==> src/rtl/salc_pkg.sv <==
// Package for the set-associative LRU cache lookup core.
// Widths, default geometry, state machine codes and the result word type.
// No dependencies.
package salc_pkg;

  localparam int unsigned ADDR_W      = 32;
  localparam int unsigned CNT_W       = 32;
  localparam int unsigned WAY_FIELD_W = 2;

  // Default geometry; all three must be powers of two.
  localparam int unsigned SALC_NUM_SETS   = 128;
  localparam int unsigned SALC_WAYS       = 4;
  localparam int unsigned SALC_LINE_BYTES = 64;

  typedef enum logic {
    ST_IDLE,
    ST_LOOKUP
  } salc_state_t;

  // Outcome of one lookup, as handed from the policy logic to the top.
  typedef struct packed {
    logic                   hit;
    logic [WAY_FIELD_W-1:0] way;
    logic                   writeback_valid;
    logic [ADDR_W-1:0]      writeback_address;
  } salc_result_t;

endpackage

==> src/rtl/salc_policy.sv <==
// Hit detection, LRU victim choice and row update for one set.
// Purely combinational; depends on salc_pkg.
module salc_policy
  import salc_pkg::*;
#(
  parameter int unsigned WAYS     = SALC_WAYS,
  parameter int unsigned TAG_W    = 19,
  parameter int unsigned SET_W    = 7,
  parameter int unsigned RANK_W   = 2,
  parameter int unsigned OFF_W    = 6,
  parameter int unsigned IDX_BITS = 7
) (
  input  logic [WAYS*TAG_W-1:0]      tag_row,
  input  logic [WAYS*(2+RANK_W)-1:0] meta_row,
  input  logic [TAG_W-1:0]           tag,
  input  logic [SET_W-1:0]           set_idx,
  input  logic                       wr,
  output salc_result_t               res,
  output logic [WAYS*TAG_W-1:0]      tag_row_next,
  output logic [WAYS*(2+RANK_W)-1:0] meta_row_next
);

  logic [WAYS-1:0]   valid_v;
  logic [WAYS-1:0]   dirty_v;
  logic [RANK_W-1:0] rank     [WAYS];
  logic [WAYS-1:0]   match_v;
  logic              hit;
  logic [RANK_W-1:0] hit_way;
  logic [RANK_W-1:0] victim;
  logic [RANK_W-1:0] sel;
  logic [RANK_W-1:0] old_rank;
  logic [TAG_W-1:0]  victim_tag;
  logic              wb;

  always_comb begin
    valid_v = meta_row[WAYS-1:0];
    dirty_v = meta_row[2*WAYS-1:WAYS];
    for (int i = 0; i < WAYS; i++) begin
      rank[i]    = meta_row[2*WAYS + i*RANK_W +: RANK_W];
      match_v[i] = valid_v[i] && (tag_row[i*TAG_W +: TAG_W] == tag);
    end
    hit = |match_v;
    // lowest matching way; LRU way is the one ranked zero
    hit_way = '0;
    victim  = '0;
    for (int i = WAYS - 1; i >= 0; i--) begin
      if (match_v[i]) begin
        hit_way = RANK_W'(i);
      end
      if (rank[i] == '0) begin
        victim = RANK_W'(i);
      end
    end
    sel        = hit ? hit_way : victim;
    old_rank   = rank[sel];
    victim_tag = tag_row[victim*TAG_W +: TAG_W];
    wb         = !hit && valid_v[victim] && dirty_v[victim];
  end

  always_comb begin
    tag_row_next  = tag_row;
    meta_row_next = meta_row;
    tag_row_next[sel*TAG_W +: TAG_W] = tag;
    meta_row_next[sel]               = 1'b1;
    meta_row_next[WAYS + sel]        = hit ? (dirty_v[sel] | wr) : wr;
    for (int i = 0; i < WAYS; i++) begin
      if (i == int'(sel)) begin
        meta_row_next[2*WAYS + i*RANK_W +: RANK_W] = RANK_W'(WAYS - 1);
      end else if (rank[i] > old_rank) begin
        meta_row_next[2*WAYS + i*RANK_W +: RANK_W] = rank[i] - 1'b1;
      end
    end
  end

  always_comb begin
    res.hit             = hit;
    res.way             = WAY_FIELD_W'(sel);
    res.writeback_valid = wb;
    if (wb) begin
      res.writeback_address = (ADDR_W'(victim_tag) << (OFF_W + IDX_BITS))
                            | (ADDR_W'(set_idx) << OFF_W);
    end else begin
      res.writeback_address = '0;
    end
  end

endmodule

==> config.mk <==
export PLATFORM = sky130hd
export DESIGN_NAME = salc_policy
export DESIGN_NICKNAME = d
export VERILOG_FILES = /design/src/rtl/salc_pkg.sv /design/src/rtl/salc_policy.sv
export SDC_FILE = /design/constraint.sdc
export NUM_CORES = 1
export LEC_CHECK = 0
export BUFFER_PORTS_ARGS = -buffer_cell sky130_fd_sc_hd__clkbuf_2
export CAP_MARGIN = 0
export CELL_PAD_IN_SITES_DETAIL_PLACEMENT = 1
export CELL_PAD_IN_SITES_GLOBAL_PLACEMENT = 1
export CORE_MARGIN = 1.5
export CORE_UTILIZATION = 27
export DETAILED_ROUTE_END_ITERATION = 8
export PLACE_DENSITY_LB_ADDON = 0.15
export SYNTH_ARGS = -nofsm -noshare
export SYNTH_HDL_FRONTEND = slang
export SYNTH_SLANG_ARGS = --single-unit
==> constraint.sdc <==
create_clock -name vclk -period 4.6
set_input_delay 0.69 -clock vclk [all_inputs]
set_output_delay 0.69 -clock vclk [all_outputs]
set_load 0.1 [all_outputs]
==> reports/metrics.cfg <==
[pwr]
power.density_nw_per_um2=266
power.switching_w=0.00144
power.share.clock_pct=0
combPwrFrac_pct=100.0
leakage_nw=3.71
internal_power_w=0.000782
ir_drop_mv=0.186
seqPwrFrac_pct=0
p_sw_share_pct=64.8

[synth]
yosysMostFrequentCell=nand2_1
yosys-top-cells-area=xor2_1 (11%), a32o_1 (9.8%), o22ai_1 (9.2%)
synth_top_family_by_area=compound AO/OA/AOI/OAI gates
synth-compound-area-share_pct=30.8
synth_top_cell_by_area=xor2_1
synth-adder-area-share_pct=6.43
synth_top_area_share_pct=10.8
synthCells=572
yosysWarnings=0
ys_seq_area_share_pct=0
synth.area.mux_share_pct=2.57
synthSimpleGateAreaFrac_pct=25.7
syn_avg_cell_area_um2=6.80
ys_top_cells_by_count=nand2_1 (89), inv_1 (58), o22ai_1 (57), xor2_1 (48), a32o_1 (38)
synth-xor-area-share_pct=18.0
ys_types=52
synthesis.area_um2=3890

[die]
die-area_um2=15100
die_x_um=123
num_io_pins=247
core_um2=14000
num_rows=43
die_h_um=123
initial_core_util_pct=27.8

[finish]
design.seq.count=0
seqCellArea_um2=0
area_delta_synth_final_pct=115
nets=935
drive_above_1_share_pct=56.9
nFillCells=1544
antenna_cells=0
multi_input_area_um2=4510
nClkBuffers=0

[place]
dp_hpwl_um=19800
portBuffers=241
gp_congestion=0.870
place_ws_ns=-0.105

[timing]
finalSetupViolCount=0
fin_ws_ns=0.104
rsz0062_at_grt=no
slew_violations=0
hold_viol_final=0
max_freq_mhz=222
fin_crit_ns=4.50
slew_headroom_pct=59.4
tightest_slew_ns=0.594
tns_ns=0
period_share_pct=97.7

[grt]
gr-usage-all-layers_pct=30.2
grt_pass1_vias=6060
grt_overflow=0
grt_antenna_before_repair=0
grt_pass1_wl_um=35100
grt_max_degree=52

[flow_run]
timing.max_cap.violations=0

[routing]
avgViaCountPerCell=5.60
dr.pass1.iters=5
routedLengthMet1_um=8930
drcViolationCount=0
drt_wl_total_um=23100
drt_iter0_markers=220
postRouteAntennaNets=0
wl_met2_um=12000
wl_per_cell_um=23.7
highest_layer=met4
wl_met3_um=1650
vias=5456

[critical_path]
start_kind=primary input
path_max_fanout=8
critPathLaunch=tag[12]
critical_path_arrival_ns=3.81
cp_data_required_time_ns=3.91
critPathKind=primary input to primary output
critPathCaptureType=primary output

[outcome]
run_status=finished, final reports clean

[hold_path]
hp-class=primary input to primary output
hp-start=set_idx[2]

[clocking]
hold_buffers=0

## per-layer routing
layer	vias to the layer above	track usage (%)
met3	39	6.09
met5	-	0
met1	2667	35.6
met2	251	55.6
met4	0	7.26
li1	2499	-
## repair_timing
action	CTS	global route
resized for setup	2	20
pin swaps	1	1
setup buffers	3	0
endpoints found under the setup margin	7	8
## cells in the final DEF (no fill, tap or decap), types with 15 or more instances in the layout
| cell type | instances |
|---|---|
| buf_12 | 125 |
| nand2_1 | 89 |
| nor4_1 | 19 |
| xor2_1 | 38 |
| and3_1 | 22 |
| ha_1 | 16 |
| xnor2_2 | 20 |
| buf_4 | 35 |
| a32o_2 | 19 |
| o22ai_1 | 19 |
| inv_1 | 57 |
| o22ai_4 | 38 |
| nor2_1 | 15 |
| clkbuf_2 | 120 |
| a32o_4 | 19 |
## area by class of cell
type / count / share of cell area [%]
inverters: 60 / 2.77
multi-input cells: 452 / 54.0
well taps: 180 / 2.70
repair buffers: 282 / 40.5
## worst paths after layout
kind / end / slack (ns) / cells after the start
worst max-delay path: meta_row_next[15] / 0.10 / 14
worst min-delay path: res[8] / 1.72 / 4
## worst max-delay path, cell delays in order
cell and delay, ns:
clkbuf_2 0.22, xnor2_1 0.37, nor4b_2 0.30, nand4_2 0.21
a31oi_4 0.29, mux2i_1 0.28, mux2i_2 0.09, buf_4 0.16
ha_1 0.31, nor2b_4 0.14, o21ai_4 0.20, nor2_1 0.09
a211o_4 0.28, buf_12 0.17
## cell families (layout without fill, tap and decap cells)
logic type / after synthesis / count (layout)
buffers and inverters: 125 / 342
AOI/OAI and AO/OA: 142 / 142
other: 1 / 6
muxes: 10 / 10
xor gates and xnor gates: 80 / 80
and+or+nand+nor: 194 / 194
adders and majority gates: 20 / 20
## stage by stage
step                utilization (%)  total power (W)  hold slack, ns  instances  area [µm²]
finish                         59.7          0.00222            1.72        974        8350
global route                   59.7          0.00229            1.74        974        8350
CTS                            58.8          0.00222            1.72        974        8230
detailed placement             58.6          0.00221            1.72        971        8200
global placement               58.6          0.00218            1.71        971        8200
floorplan                         -          0.00148            1.66        577        5230
## power by group through the flow
| stage | clock network (W) | logic, W | registers (W) |
|---|---|---|---|
| finish | 0 | 0.00222 | 0 |
| global route | 0 | 0.00229 | 0 |
| CTS | 0 | 0.00222 | 0 |
| detailed placement | 0 | 0.00221 | 0 |
| global placement | 0 | 0.00218 | 0 |
| floorplan | 0 | 0.00148 | 0 |
(Power assumes the default switching activity.)
